## src/sv/assert_macros.svh

```systemverilog
// ----------------------------------------------------------------------------
// assert_macros.svh
// Shared assertion macros for the level meter RTL.
// ----------------------------------------------------------------------------
`ifndef ASSERT_MACROS_SVH
`define ASSERT_MACROS_SVH

// expression holds at every clock edge out of reset
`define ASSERT_ALWAYS(lbl, expr) \
  lbl: assert property (@(posedge clk) disable iff (!rst_n) (expr)) \
    else $error("assertion failed");

// antecedent implies consequent in the same cycle
`define ASSERT_IMPL(lbl, ante, cons) \
  lbl: assert property (@(posedge clk) disable iff (!rst_n) (ante) |-> (cons)) \
    else $error("assertion failed");

`endif

```

## src/sv/rlm_pkg.sv

```systemverilog
// ----------------------------------------------------------------------------
// rlm_pkg
// Types and constants shared by the RMS level meter modules.
// ----------------------------------------------------------------------------
package rlm_pkg;

  localparam int SAMPLE_W  = 16;
  localparam int RMS_W     = 24;
  localparam int DB_W      = 16;
  localparam int NB_W      = 12;
  localparam int BLK_W     = NB_W + 1;
  localparam int SQ_W      = 48;
  localparam int SQ_STEPS  = SQ_W / 2;
  localparam int FRAC_W    = 24;
  localparam int MANT_W    = 32;
  localparam int ACC_W     = 29;
  localparam int DPROD_W   = 56;

  localparam logic [26:0] DB_PER_OCT = 27'd101008905;
  localparam logic [16:0] DB_SAT     = 17'd32768;
  localparam logic [15:0] DB_FLOOR   = 16'h8000;

  localparam logic [1:0] CFG_ENABLE     = 2'd0;
  localparam logic [1:0] CFG_BYPASS     = 2'd1;
  localparam logic [1:0] CFG_NUM_BLOCKS = 2'd2;

  typedef struct packed {
    logic                report;
    logic [SAMPLE_W-1:0] sample;
  } job_hdr_t;

endpackage

```

## src/sv/rlm_fifo.sv

```systemverilog
// ----------------------------------------------------------------------------
// rlm_fifo
// Small register queue between the front and back ends.
// ----------------------------------------------------------------------------
`include "assert_macros.svh"

module rlm_fifo #(
  parameter int WIDTH = 8,
  parameter int DEPTH = 2
) (
  input  logic             clk,
  input  logic             rst_n,
  input  logic             push,
  input  logic [WIDTH-1:0] din,
  output logic             full,
  input  logic             pop,
  output logic [WIDTH-1:0] dout,
  output logic             empty
);

  localparam int PTR_W = (DEPTH > 1) ? $clog2(DEPTH) : 1;
  localparam int CNT_W = $clog2(DEPTH + 1);
  localparam logic [PTR_W-1:0] PTR_LAST = PTR_W'(DEPTH - 1);

  logic [WIDTH-1:0] mem_r [DEPTH];
  logic [PTR_W-1:0] wr_ptr_r, rd_ptr_r;
  logic [CNT_W-1:0] count_r;

  assign full  = (count_r == CNT_W'(DEPTH));
  assign empty = (count_r == '0);
  assign dout  = mem_r[rd_ptr_r];

  always_ff @(posedge clk) begin
    if (push) begin
      mem_r[wr_ptr_r] <= din;
    end
    if (!rst_n) begin
      wr_ptr_r <= '0;
      rd_ptr_r <= '0;
      count_r  <= '0;
    end else begin
      if (push) begin
        wr_ptr_r <= (wr_ptr_r == PTR_LAST) ? '0 : wr_ptr_r + 1'b1;
      end
      if (pop) begin
        rd_ptr_r <= (rd_ptr_r == PTR_LAST) ? '0 : rd_ptr_r + 1'b1;
      end
      if (push && !pop) begin
        count_r <= count_r + 1'b1;
      end else if (pop && !push) begin
        count_r <= count_r - 1'b1;
      end
    end
  end

  `ASSERT_ALWAYS(a_count_range, count_r <= CNT_W'(DEPTH))
  `ASSERT_IMPL(a_no_overflow, full, !push || pop)
  `ASSERT_IMPL(a_no_underflow, empty, !pop)

endmodule

```

## src/sv/rlm_front.sv

```systemverilog
// ----------------------------------------------------------------------------
// rlm_front
// Sample intake: squares, accumulates, counts blocks, queues jobs.
// ----------------------------------------------------------------------------
module rlm_front
  import rlm_pkg::*;
#(
  parameter int BLOCK_SAMPLES = 128,
  parameter int SUM_W         = 50
) (
  input  logic                clk,
  input  logic                rst_n,
  input  logic                in_valid,
  output logic                in_ready,
  input  logic [SAMPLE_W-1:0] in_sample,
  input  logic                cfg_enable,
  input  logic                cfg_bypass,
  input  logic [NB_W-1:0]     cfg_num_blocks,
  output logic                push_o,
  input  logic                full_i,
  output job_hdr_t            hdr_o,
  output logic [SUM_W-1:0]    sum_o,
  output logic [BLK_W-1:0]    blocks_o
);

  localparam int CNT_W = $clog2(BLOCK_SAMPLES);
  localparam logic [CNT_W-1:0] CNT_LAST = CNT_W'(BLOCK_SAMPLES - 1);

  logic                s1_valid_r, s1_valid_nxt;
  logic [SAMPLE_W-1:0] s1_sample_r;
  logic                s1_bypass_r;
  logic [30:0]         s1_sq_r;
  logic [SUM_W-1:0]    sum_r, sum_nxt, sum_add;
  logic [CNT_W-1:0]    cnt_r, cnt_nxt;
  logic [NB_W-1:0]     blk_r, blk_nxt, blk_inc, target;
  logic signed [31:0]  sq_full;
  logic                take, block_end, report;

  assign in_ready = !s1_valid_r || !full_i;
  assign take     = in_valid && in_ready && cfg_enable;
  assign push_o   = s1_valid_r && !full_i;
  assign sq_full  = $signed(in_sample) * $signed(in_sample);

  assign sum_add   = sum_r + SUM_W'(s1_sq_r);
  assign blk_inc   = blk_r + 1'b1;
  assign target    = (cfg_num_blocks == '0) ? NB_W'(1) : cfg_num_blocks;
  assign block_end = !s1_bypass_r && (cnt_r == CNT_LAST);
  assign report    = block_end && ((blk_inc >= target) || (blk_inc == '0));

  assign hdr_o.report = report;
  assign hdr_o.sample = s1_sample_r;
  assign sum_o        = sum_add;
  assign blocks_o     = (blk_inc == '0) ? BLK_W'(1 << NB_W) : {1'b0, blk_inc};

  always_comb begin
    s1_valid_nxt = take ? 1'b1 : (push_o ? 1'b0 : s1_valid_r);
    sum_nxt = sum_r;
    cnt_nxt = cnt_r;
    blk_nxt = blk_r;
    if (push_o && !s1_bypass_r) begin
      sum_nxt = sum_add;
      cnt_nxt = block_end ? '0 : cnt_r + 1'b1;
      if (block_end) begin
        blk_nxt = blk_inc;
      end
      if (report) begin
        sum_nxt = '0;
        blk_nxt = '0;
      end
    end
  end

  always_ff @(posedge clk) begin
    if (take) begin
      s1_sample_r <= in_sample;
      s1_bypass_r <= cfg_bypass;
      s1_sq_r     <= sq_full[30:0];
    end
    if (!rst_n) begin
      s1_valid_r <= 1'b0;
      sum_r      <= '0;
      cnt_r      <= '0;
      blk_r      <= '0;
    end else begin
      s1_valid_r <= s1_valid_nxt;
      sum_r      <= sum_nxt;
      cnt_r      <= cnt_nxt;
      blk_r      <= blk_nxt;
    end
  end

endmodule

```

## src/sv/rlm_back.sv

```systemverilog
// ----------------------------------------------------------------------------
// rlm_back
// Report engine: divide, square root, log2 and dB scaling, output register.
// ----------------------------------------------------------------------------
`include "assert_macros.svh"

module rlm_back
  import rlm_pkg::*;
#(
  parameter int BLOCK_SAMPLES = 128,
  parameter int SUM_W         = 50
) (
  input  logic                clk,
  input  logic                rst_n,
  input  logic                empty_i,
  output logic                pop_o,
  input  job_hdr_t            hdr_i,
  input  logic [SUM_W-1:0]    sum_i,
  input  logic [BLK_W-1:0]    blocks_i,
  output logic                out_valid,
  input  logic                out_ready,
  output logic [SAMPLE_W-1:0] out_sample_out,
  output logic                out_measure_valid,
  output logic [RMS_W-1:0]    out_rms_q8,
  output logic [DB_W-1:0]     out_dbfs_q8
);

  localparam int DIV_W = SUM_W + 16;
  localparam int N_W   = $clog2((1 << NB_W) * BLOCK_SAMPLES + 1);

  typedef enum logic [3:0] {
    ST_IDLE, ST_DIV, ST_SQRT, ST_NORM, ST_LOGM, ST_LOGS, ST_DBA, ST_DBM, ST_DBS, ST_DONE
  } state_t;

  state_t              state_r, state_nxt;
  logic [6:0]          cnt_r, cnt_nxt;
  logic [DIV_W-1:0]    dvd_r, dvd_nxt;
  logic [N_W-1:0]      rem_r, rem_nxt, dn_r, dn_nxt;
  logic [SQ_W-1:0]     quo_r, quo_nxt, sv_r, sv_nxt, res_r, res_nxt, bit_r, bit_nxt;
  logic [MANT_W-1:0]   m_r, m_nxt;
  logic [4:0]          e_r, e_nxt;
  logic [63:0]         prod_r, prod_nxt;
  logic [FRAC_W-1:0]   f_r, f_nxt;
  logic [ACC_W-1:0]    a_r, a_nxt;
  logic [DPROD_W-1:0]  dprod_r, dprod_nxt;
  logic [SAMPLE_W-1:0] smp_r, smp_nxt;
  logic [RMS_W-1:0]    rms_r, rms_nxt;
  logic [DB_W-1:0]     db_r, db_nxt;

  logic                ov_r, ov_nxt, om_r, om_nxt;
  logic [SAMPLE_W-1:0] os_r, os_nxt;
  logic [RMS_W-1:0]    orms_r, orms_nxt;
  logic [DB_W-1:0]     odb_r, odb_nxt;

  logic                can_out, ge;
  logic [N_W:0]        trial;
  logic [SQ_W-1:0]     sq_tmp;
  logic [32:0]         lt;
  logic [ACC_W-1:0]    a_hi;
  logic [DPROD_W:0]    rnd;
  logic [16:0]         mag;

  assign can_out = !ov_r || out_ready;
  assign pop_o   = (state_r == ST_IDLE) && !empty_i && can_out;

  assign trial  = {rem_r, dvd_r[DIV_W-1]};
  assign ge     = trial >= {1'b0, dn_r};
  assign sq_tmp = res_r + bit_r;
  assign lt     = prod_r[63:31];
  assign a_hi   = {5'd23 - e_r, {FRAC_W{1'b0}}};
  assign rnd    = {1'b0, dprod_r} + (DPROD_W + 1)'(64'd1 << 39);
  assign mag    = (rnd[DPROD_W:40] > DB_SAT) ? DB_SAT : rnd[56:40];

  always_comb begin
    state_nxt = state_r;
    cnt_nxt = cnt_r;   dvd_nxt = dvd_r;   rem_nxt = rem_r;   dn_nxt = dn_r;
    quo_nxt = quo_r;   sv_nxt = sv_r;     res_nxt = res_r;   bit_nxt = bit_r;
    m_nxt = m_r;       e_nxt = e_r;       prod_nxt = prod_r; f_nxt = f_r;
    a_nxt = a_r;       dprod_nxt = dprod_r;
    smp_nxt = smp_r;   rms_nxt = rms_r;   db_nxt = db_r;
    ov_nxt = (ov_r && out_ready) ? 1'b0 : ov_r;
    om_nxt = om_r;     os_nxt = os_r;     orms_nxt = orms_r; odb_nxt = odb_r;
    case (state_r)
      ST_IDLE: begin
        if (pop_o) begin
          if (hdr_i.report) begin
            smp_nxt   = hdr_i.sample;
            dvd_nxt   = {sum_i, 16'b0};
            rem_nxt   = '0;
            quo_nxt   = '0;
            dn_nxt    = N_W'(blocks_i * BLOCK_SAMPLES);
            cnt_nxt   = 7'(DIV_W);
            state_nxt = ST_DIV;
          end else begin
            ov_nxt   = 1'b1;
            os_nxt   = hdr_i.sample;
            om_nxt   = 1'b0;
            orms_nxt = '0;
            odb_nxt  = '0;
          end
        end
      end
      ST_DIV: begin
        rem_nxt = ge ? N_W'(trial - {1'b0, dn_r}) : trial[N_W-1:0];
        quo_nxt = {quo_r[SQ_W-2:0], ge};
        dvd_nxt = {dvd_r[DIV_W-2:0], 1'b0};
        cnt_nxt = cnt_r - 1'b1;
        if (cnt_r == 7'd1) begin
          sv_nxt    = quo_nxt;
          res_nxt   = '0;
          bit_nxt   = SQ_W'(1) << (SQ_W - 2);
          cnt_nxt   = 7'(SQ_STEPS);
          state_nxt = ST_SQRT;
        end
      end
      ST_SQRT: begin
        if (sv_r >= sq_tmp) begin
          sv_nxt  = sv_r - sq_tmp;
          res_nxt = (res_r >> 1) + bit_r;
        end else begin
          res_nxt = res_r >> 1;
        end
        bit_nxt = bit_r >> 2;
        cnt_nxt = cnt_r - 1'b1;
        if (cnt_r == 7'd1) begin
          rms_nxt = res_nxt[RMS_W-1:0];
          m_nxt   = {res_nxt[RMS_W-1:0], 8'b0};
          e_nxt   = 5'd23;
          if (res_nxt[RMS_W-1:0] == '0) begin
            db_nxt    = DB_FLOOR;
            state_nxt = ST_DONE;
          end else begin
            state_nxt = ST_NORM;
          end
        end
      end
      ST_NORM: begin
        if (m_r[MANT_W-1]) begin
          f_nxt     = '0;
          cnt_nxt   = 7'(FRAC_W);
          state_nxt = ST_LOGM;
        end else begin
          m_nxt = {m_r[MANT_W-2:0], 1'b0};
          e_nxt = e_r - 1'b1;
        end
      end
      ST_LOGM: begin
        prod_nxt  = m_r * m_r;
        state_nxt = ST_LOGS;
      end
      ST_LOGS: begin
        m_nxt     = lt[32] ? lt[32:1] : lt[31:0];
        f_nxt     = {f_r[FRAC_W-2:0], lt[32]};
        cnt_nxt   = cnt_r - 1'b1;
        state_nxt = (cnt_r == 7'd1) ? ST_DBA : ST_LOGM;
      end
      ST_DBA: begin
        a_nxt     = (a_hi >= ACC_W'(f_r)) ? a_hi - ACC_W'(f_r) : '0;
        state_nxt = ST_DBM;
      end
      ST_DBM: begin
        dprod_nxt = a_r * DB_PER_OCT;
        state_nxt = ST_DBS;
      end
      ST_DBS: begin
        db_nxt    = 16'(17'h10000 - mag);
        state_nxt = ST_DONE;
      end
      ST_DONE: begin
        if (can_out) begin
          ov_nxt    = 1'b1;
          os_nxt    = smp_r;
          om_nxt    = 1'b1;
          orms_nxt  = rms_r;
          odb_nxt   = db_r;
          state_nxt = ST_IDLE;
        end
      end
      default: state_nxt = ST_IDLE;
    endcase
  end

  always_ff @(posedge clk) begin
    if (!rst_n) begin
      state_r <= ST_IDLE;
      ov_r    <= 1'b0;
    end else begin
      state_r <= state_nxt;
      ov_r    <= ov_nxt;
    end
    cnt_r <= cnt_nxt;   dvd_r <= dvd_nxt;   rem_r <= rem_nxt;   dn_r <= dn_nxt;
    quo_r <= quo_nxt;   sv_r <= sv_nxt;     res_r <= res_nxt;   bit_r <= bit_nxt;
    m_r <= m_nxt;       e_r <= e_nxt;       prod_r <= prod_nxt; f_r <= f_nxt;
    a_r <= a_nxt;       dprod_r <= dprod_nxt;
    smp_r <= smp_nxt;   rms_r <= rms_nxt;   db_r <= db_nxt;
    om_r <= om_nxt;     os_r <= os_nxt;     orms_r <= orms_nxt; odb_r <= odb_nxt;
  end

  assign out_valid         = ov_r;
  assign out_sample_out    = os_r;
  assign out_measure_valid = om_r;
  assign out_rms_q8        = orms_r;
  assign out_dbfs_q8       = odb_r;

  `ASSERT_IMPL(a_plain_beat_zero, ov_r && !om_r, orms_r == '0 && odb_r == '0)
  `ASSERT_IMPL(a_rms_range, ov_r && om_r, orms_r <= RMS_W'(1 << 23))

endmodule

```

## src/sv/rms_level_meter.sv

```systemverilog
// ----------------------------------------------------------------------------
// rms_level_meter
// Streaming RMS and dBFS level meter for signed 16-bit audio.
// ----------------------------------------------------------------------------
// Samples enter on in_valid/in_ready; if enabled, each yields one beat on
// out_valid/out_ready carrying the sample unchanged. After num_blocks
// blocks of BLOCK_SAMPLES samples, that beat also carries measure_valid,
// the RMS (Q8) and the level in dBFS (Q8.8), and the running sum restarts.
// cfg_valid/cfg_ready writes enable (index 0), bypass (1), num_blocks (2);
// cfg_ready is always high. With enable low, samples are taken and dropped.
// A plain sample passes the front stage register, the queue and the
// output register; plain samples flow at one per cycle while the back
// end is idle and out_ready is high. After the queue pop, a report beat
// runs the divider, the square root, normalize, log2 (one 32x32 squaring
// per bit), scaling and the output load; a zero RMS skips normalize,
// log2 and scaling. The back end does one report at a time while a
// two-entry queue and the front stage keep taking samples until full.
// Reset empties the queue and clears the sum and counters; registers go to
// enable 1, bypass 0, num_blocks 1. A stalled out_ready holds the output
// register, then fills the queue, then drops in_ready.
// ----------------------------------------------------------------------------
module rms_level_meter
  import rlm_pkg::*;
#(
  parameter int BLOCK_SAMPLES = 128
) (
  input  logic                clk,
  input  logic                rst_n,
  input  logic                in_valid,
  output logic                in_ready,
  input  logic [SAMPLE_W-1:0] in_sample,
  output logic                out_valid,
  input  logic                out_ready,
  output logic [SAMPLE_W-1:0] out_sample_out,
  output logic                out_measure_valid,
  output logic [RMS_W-1:0]    out_rms_q8,
  output logic [DB_W-1:0]     out_dbfs_q8,
  input  logic                cfg_valid,
  output logic                cfg_ready,
  input  logic [1:0]          cfg_index,
  input  logic [NB_W-1:0]     cfg_data
);

  localparam int SUM_W = 31 + NB_W + $clog2(BLOCK_SAMPLES);
  localparam int JOB_W = $bits(job_hdr_t) + SUM_W + BLK_W;

  logic             enable_r, bypass_r;
  logic [NB_W-1:0]  num_blocks_r;
  logic             push, full, pop, empty;
  job_hdr_t         hdr_in, hdr_out;
  logic [SUM_W-1:0] sum_in, sum_out;
  logic [BLK_W-1:0] blk_in, blk_out;
  logic [JOB_W-1:0] job_out;

  assign cfg_ready = 1'b1;

  always_ff @(posedge clk) begin
    if (!rst_n) begin
      enable_r     <= 1'b1;
      bypass_r     <= 1'b0;
      num_blocks_r <= NB_W'(1);
    end else if (cfg_valid) begin
      case (cfg_index)
        CFG_ENABLE:     enable_r     <= cfg_data[0];
        CFG_BYPASS:     bypass_r     <= cfg_data[0];
        CFG_NUM_BLOCKS: num_blocks_r <= cfg_data;
        default: ;
      endcase
    end
  end

  rlm_front #(.BLOCK_SAMPLES(BLOCK_SAMPLES), .SUM_W(SUM_W)) u_front (
    .clk, .rst_n, .in_valid, .in_ready, .in_sample,
    .cfg_enable(enable_r), .cfg_bypass(bypass_r), .cfg_num_blocks(num_blocks_r),
    .push_o(push), .full_i(full), .hdr_o(hdr_in), .sum_o(sum_in), .blocks_o(blk_in)
  );

  rlm_fifo #(.WIDTH(JOB_W), .DEPTH(2)) u_queue (
    .clk, .rst_n, .push, .din({hdr_in, sum_in, blk_in}), .full,
    .pop, .dout(job_out), .empty
  );

  assign {hdr_out, sum_out, blk_out} = job_out;

  rlm_back #(.BLOCK_SAMPLES(BLOCK_SAMPLES), .SUM_W(SUM_W)) u_back (
    .clk, .rst_n, .empty_i(empty), .pop_o(pop), .hdr_i(hdr_out), .sum_i(sum_out),
    .blocks_i(blk_out), .out_valid, .out_ready, .out_sample_out, .out_measure_valid,
    .out_rms_q8, .out_dbfs_q8
  );

endmodule

```

## config.mk

```make
export PLATFORM = sky130hd
export DESIGN_NAME = rms_level_meter
export DESIGN_NICKNAME = d
export VERILOG_FILES = /design/src/sv/rlm_pkg.sv /design/src/sv/rlm_fifo.sv /design/src/sv/rlm_front.sv /design/src/sv/rlm_back.sv /design/src/sv/rms_level_meter.sv
export VERILOG_INCLUDE_DIRS = /design/src /design/src/sv
export SDC_FILE = /design/constraint.sdc
export NUM_CORES = 2
export LEC_CHECK = 0
export ABC_AREA = 1
export BUFFER_PORTS_ARGS = -buffer_cell sky130_fd_sc_hd__buf_4
export CAP_MARGIN = 10
export CORE_MARGIN = 4
export CORE_UTILIZATION = 28
export DETAILED_ROUTE_END_ITERATION = 16
export PLACE_DENSITY = 0.49
export SLEW_MARGIN = 20
export SYNTH_ARGS = -nofsm -noshare
export SYNTH_HDL_FRONTEND = slang
export SYNTH_SLANG_ARGS = --single-unit
```

## constraint.sdc

```tcl
create_clock -name clk -period 17.3 [get_ports clk]
set_input_delay 3.46 -clock clk [delete_from_list [all_inputs] [get_ports clk]]
set_output_delay 3.46 -clock clk [all_outputs]
set_load 0.02 [all_outputs]
```

# --- Word level (Yosys, flattened, before mapping) ---
# Memories as Yosys holds them, arrays and structs flattened. A register that Yosys moved wholly into a read port is not among the register bits.
# Index checks and enable logic that the tools add are counted.
totals:
  reg_bits: 761
  mem_bits_rw: 160
  inputBits: 35
  out_inout_bits: 60
  wordCells: 226
  n_memories: 1
memory_table:
  columns: ["name", "depth", "width", "rd", "rd_ports_with_merged_regs", "wr", "line", "source"]
  rows:
  - ["u_queue.mem_r", 2, 80, 1, 1, 1, "rlm_fifo.sv:25", "logic [WIDTH-1:0] mem_r [DEPTH];"]
classes:
  n_addsub: 17
  multipliers: 3
  order_cmp: 5
  n_eq_ne: 24
  mux: 83
  reduce_logical: 56
ops:
  columns: ["op", "count"]
  rows:
  - ["$mux 48", 6]
  - ["$pmux 48 s2", 3]
  - ["$mux 16", 9]
  - ["$mux 66", 2]
  - ["$pmux 66 s2", 1]
  - ["$mux 24", 4]
  - ["$mux 32", 3]
  - ["$pmux 16 s2", 3]
  - ["$pmux 24 s2", 2]
  - ["$pmux 32 s3", 1]
  - ["$mux 47", 2]
  - ["$pmux 47 s2", 1]
  - ["$mul 32x32->64", 1]
  - ["$mux 20", 3]
  - ["$add 56x40->57 const B", 1]
  - ["$mul 29x27->56 const B", 1]
  - ["$add 50x31->50", 1]
  - ["$mux 50", 1]
  - ["$add 47x48->48", 1]
  - ["$add 48x48->48", 1]
  - ["$ge 48x48->1", 1]
  - ["$sub 48x48->48", 1]
  - ["$pmux 20 s2", 1]
  - ["$pmux 4 s10", 1]
  - ["other kinds (51)", 137]

# --- Logic depth before layout (Yosys ltp) ---
logic_depth:
  word_depth: 8
  depth_mapped: 40
  ltp_nobuf: 40

# --- Cells and area by module ---
# Synthesis repeated with hierarchy kept, for this count alone.
unflattened:
  cells_unflattened: 10827
  area_unflattened_um2: 93081.8
by_module_without_submodules:
  columns: ["mod", "instances", "cells_each", "area_per_inst_um2", "seq_area_each_um2"]
  rows:
  - ["rlm_back", 1, 8025, 68758.4, 15414.8]
  - ["rlm_front", 1, 2428, 17322.9, 2782.7]
  - ["rlm_fifo", 1, 284, 6404.9, 4904.7]
  - ["rms_level_meter", 1, 90, 595.6, 280.3]

# --- Least setup slack after synthesis ---
# No wires, ideal clock.
synth_path:
  kind: "input -> register"
  from: "in out_ready"
  to: "reg u_back.dvd_r[16] (enable)"
  setup_ns: 0.632
  arrival_time_ns: 9.437
  t_required_ns: 16.668
  slack_ns: 7.231
  path_stages: 4
  path_buffers: 0
  path_cell_list: "nor2_1 > a21oi_1 > nand2_1 > a21oi_1"
synth_via:
  elab_chain_len: 4
synth_lines:
  columns: ["element", "line", "source"]
  rows:
  - ["from (decl)", "rms_level_meter.sv:33", "input logic out_ready,"]
  - ["$logic_or 1x1->1", "rlm_back.sv:63", "assign can_out = !ov_r || out_ready;"]
  - ["$logic_and 1x1->1", "rlm_back.sv:64", "assign pop_o = (state_r == ST_IDLE) && !empty_i && can_out;"]
  - ["$ne 2x2->1 (no source line)", null, null]
  - ["$reduce_and 3->1 (no source line)", null, null]
  - ["to (signal assigned)", "rlm_back.sv:191", "cnt_r <= cnt_nxt; dvd_r <= dvd_nxt; rem_r <= rem_nxt; dn_r <= dn_nxt;"]
  - ["to (decl)", "rlm_back.sv:37", "logic [DIV_W-1:0] dvd_r, dvd_nxt;"]
# No other way between the ends.
# A chain may end at the register's enable or synchronous reset.

# --- Worst setup path after layout ---
layout_path:
  from: "reg u_back.m_r[7]"
  to: "reg u_back.prod_r[58], data pin"
layout_via:
  elab_chain_len: 1
layout_lines:
  columns: ["element", "line", "source"]
  rows:
  - ["from (decl)", "rlm_back.sv:40", "logic [MANT_W-1:0] m_r, m_nxt;"]
  - ["from (signal assigned)", "rlm_back.sv:193", "m_r <= m_nxt; e_r <= e_nxt; prod_r <= prod_nxt; f_r <= f_nxt;"]
  - ["$mul 32x32->64", "rlm_back.sv:148", "prod_nxt = m_r * m_r;"]
  - ["to (signal assigned)", "rlm_back.sv:193", null]
  - ["to (decl)", "rlm_back.sv:42", "logic [63:0] prod_r, prod_nxt;"]
# No other way between the ends.

==> flow_results.org <==
** Logic synthesis
- After synthesis, the share of flip-flops with an asynchronous set or reset is 0%.
- Post-Synthesis Cell Area :: 90700 sq um
- The number of different library cells used by synthesis comes to 73.
- Top FF cell, synth :: edfxtp_1
- Post-Syn Nets :: 12300
- Yosys warnings :: 0
- Seq cells post-synth :: 810
- Yosys mapped a number of flops with a built-in enable equal to 716.
- The share of the Yosys chip area taken by registers is 25.8%.
- Synth Area per Inst :: 8.81 sq um
- Synthesis handed over a netlist of 10300 instances.

** Clock network
- At the later pin of the worst-skew pair, clock insertion delay measures 0.84 ns.
- CTS H-Tree Depth :: 3
- No sink is reached through more buffers than the 4 on the longest clock path.
- The tree is rooted in a clkbuf_16.
- Clock tree synthesis inserted a total of 104 buffers.
- Count of cells resized by post-cts repair :: 0
- In this run, post-CTS hold repair placed 0 buffers.
- Clock transition time at the flip-flop clock pins of the worst setup and hold paths :: 0.06 ns
- Total number of clock tree sinks :: 810
- TritonCTS built the clock tree.
- Post CTS Setup Buffer Count :: 0

** Worst setup path
- STA puts the critical path data arrival time at 9.28 ns.
- Destination of the critical timing path :: u_back.prod_r[58]
- In this run the number of cells on the critical path is 27.
- For flop-to-flop paths, the worst setup slack is 8.55 ns.
- Of all nets on the critical path, the largest fanout is 19.
- CP Class :: flip-flop to flip-flop
- STA classifies the critical path endpoint as a flip-flop.
- In this run the worst setup path begins at u_back.m_r[7].
- The most numerous cell type found on the critical path is fa_1.
- Highest-delay cell along the critical path :: edfxtp_1
- The worst setup path is launched from a flip-flop.
- Maximum single-stage delay on the critical path :: 1.19 ns
- In this run the critical register-to-register path is launched from u_back.m_r[7].
- Count of buffering cells on the critical path with inverters included :: 8
- The endpoint identified for the worst register-to-register timing path is u_back.prod_r[58].
- The kind of cell with the highest combined delay along the critical path is adder cells.
- Counting cells, the worst reg-to-reg path comes to 27.
- STA puts the critical path data required time at 17.83 ns.

** Die
- The initialized floorplan defines 208 standard-cell rows.
- Placeable core region :: 322000 sq um
- Height of the die :: 577 um
- Top-level port count :: 95
- The die is 577 um wide.
- The floorplan step defined a die boundary enclosing 333000 sq um.
- For this configuration, the core starts out at a cell density of 28.2%.

** STA
- Setup total negative slack on the finished layout was measured at 0 ns.
- The worst path uses 50.6% of the clock period.
- On the final layout, the worst clock skew is 0.0732 ns.
- Number of setup violations in the final report :: 0
- Hold violation count in the final report :: 0
- RSZ-0062 raised after global routing :: false
- Final count of pins violating max slew :: 0
- Maximum operating frequency :: 114 MHz
- The routed design could run at a clock period as short as 8.75 ns.
- Rel. slew slack :: 15.7%
- Least-Margin Pin Slew :: 1.26 ns

** Drt
- For this block, the routed nets add up to 244000 um of wire.
- The routed layout has 64500 vias.
- First DRT Iteration DRCs :: 3834
- Ratio of routed vias to standard cells :: 4.39
- The first TritonRoute pass finished after 5 iterations.
- Average wire length per cell after detail routing :: 16.6 um
- The count of nets left with antenna violations once routing finished came out at 0.
- Wire length on met2 :: 112000 um
- After detailed routing, the number of remaining DRC violations is 0.
- Met1 routed wirelength after detailed routing :: 119000 um
- The highest layer touched by signal routing is met4.
- Detailed routing placed a total of 9250 um of wire on met3.

** Cells and area
- Cells with a size suffix above 1 make up 4.68% of the layout.
- Leaving out fill and tap cells, the most frequent cell in the layout is inv_1.
- Highest-count cells in the layout ignoring fill and taps :: inv_1 (2641), nand2_1 (1768), fa_1 (1176)
- The net count of the finished layout is 12400.
- Compared with the post-synthesis result, the final layout area differs by 10.1%.

** Flow run
- Across the run, the number of max-cap violations was 0.

** GRT
- The via count of the first global-routing pass came to 67700.
- Maximum number of pins on one net before global-route repair :: 91
- Number of antenna violations at the first check in global routing :: 5
- First-pass GRT wire length :: 389000 um
- Combined global-route utilization of all metal layers :: 14.8%
- Total gr overflow :: 0

** Placed design
- Placer's final routability congestion estimate :: 0.914
- Port bufs :: 93
- Hpwl dp :: 195000 um

** Status
- The flow ran to the end, and the final reports show no timing, DRC or antenna violations.

** Worst hold path
- Hold Path Class :: flip-flop to flip-flop
stage by stage:
stage	hold WS [ns]	instance area [sq um]	setup WS [ns]	util (%)	instances
finish	0.449	99800	8.55	31.0	14700
floorplan	0.409	90700	7.23	-	10300
detailed placement	0.441	96400	7.92	29.9	14500
global placement	0.441	96400	7.93	29.9	14500
global route	0.457	99800	8.23	31.0	14700
CTS	0.450	99800	8.67	31.0	14700
layout make-up:
class	instances	area, sq um
fillers	34100	222000
multi-input cells	6569	56400
diodes	1	2.50
flip-flops and latches	810	23400
repair buffers	171	1310
well taps	4305	5390
inverters	2656	9970
clock buffers	131	2810
clock inverters	57	589
cell usage after synthesis, types with 4 or more instances:
library cell / number / area, sq um
o221ai_1: 20 / 175
buf_4: 6 / 45.0
clkbuf_1: 210 / 788
ha_1: 832 / 10400
o2111ai_1: 6 / 52.6
a21o_1: 25 / 188
nor4_1: 28 / 175
xor2_1: 239 / 2090
nand4_1: 71 / 444
o21bai_1: 32 / 240
o311ai_0: 13 / 114
edfxtp_1: 716 / 21500
a21oi_1: 496 / 2480
o211ai_1: 27 / 203
nor3_1: 64 / 320
nor2_1: 706 / 2650
or2_2: 40 / 250
xnor2_1: 99 / 867
a211oi_1: 6 / 45.0
dfxtp_1: 94 / 1880
nor2_2: 18 / 113
and3_1: 6 / 37.5
o21ai_0: 415 / 2080
nand3b_1: 12 / 90.1
o21a_1: 35 / 263
a21boi_0: 11 / 82.6
inv_2: 8 / 30.0
nand3_1: 220 / 1100
o32ai_1: 4 / 35.0
buf_2: 13 / 65.1
mux2_2: 30 / 338
a31oi_1: 59 / 369
o21ai_1: 19 / 95.1
a221oi_1: 8 / 70.1
buf_1: 22 / 82.6
inv_1: 2645 / 9930
buf_6: 6 / 67.6
nand2_1: 1770 / 6640
a31o_2: 6 / 52.6
nand3_2: 9 / 90.1
nand2_2: 6 / 37.5
nor3_2: 4 / 40.0
fa_1: 1176 / 23500
o31ai_1: 11 / 82.6
o22ai_1: 9 / 56.3
logic make-up after synthesis:
logic type / after synthesis / synth area share [%]
muxes: 31 / 0.383
adders and majority gates: 2008 / 37.4
buffers and inverters: 2915 / 12.2
and+or+nand+nor: 2966 / 13.3
other: 1 / 0.00413
xor gates and xnor gates: 339 / 3.28
DFF: 810 / 25.8
AOI/OAI and AO/OA: 1224 / 7.61
registers in the layout (all words and copies together) (netlist names), 17 cells and up, named ones only:
| register | flops |
|---|---|
| u_front.sum_r | 50 |
| u_back.a_r | 29 |
| u_back.rem_r | 20 |
| u_front.s1_sq_r | 30 |
| u_back.sv_r | 48 |
| u_back.quo_r | 47 |
| u_back.bit_r | 24 |
| u_queue.mem_r | 160 |
| u_back.m_r | 32 |
| u_back.res_r | 48 |
| u_back.dvd_r | 50 |
| u_back.dprod_r | 17 |
| u_back.out_rms_q8 | 24 |
| u_back.prod_r | 33 |
| u_back.rms_r | 24 |
| u_back.f_r | 24 |
routing by layer:
| metal | GRT usage (%) | up-vias |
|---|---|---|
| li1 | - | 31900 |
| met1 | 21.2 | 31400 |
| met2 | 24.1 | 1038 |
| met3 | 1.60 | 215 |
| met4 | 2.93 | 0 |
| met5 | 0 | - |
worst min path at each step:
| stage | start | to | slack, ns | cells past startpoint |
|---|---|---|---|---|
| after floorplan | bypass_r | u_front.s1_bypass_r | 0.41 | 0 |
| after global placement | u_front.s1_sample_r[10] | u_queue.mem_r[0][73] | 0.44 | 0 |
| after detailed placement | u_front.s1_sample_r[10] | u_queue.mem_r[0][73] | 0.44 | 0 |
| after CTS | u_front.s1_sample_r[10] | u_queue.mem_r[1][73] | 0.45 | 0 |
| after global routing | u_front.s1_sample_r[10] | u_queue.mem_r[1][73] | 0.46 | 0 |
| final | u_front.s1_sample_r[10] | u_queue.mem_r[1][73] | 0.45 | 0 |
Power is left out: the tool's default activity adds up to more than one toggle a clock period on the data nets, which glitch-free logic cannot reach.
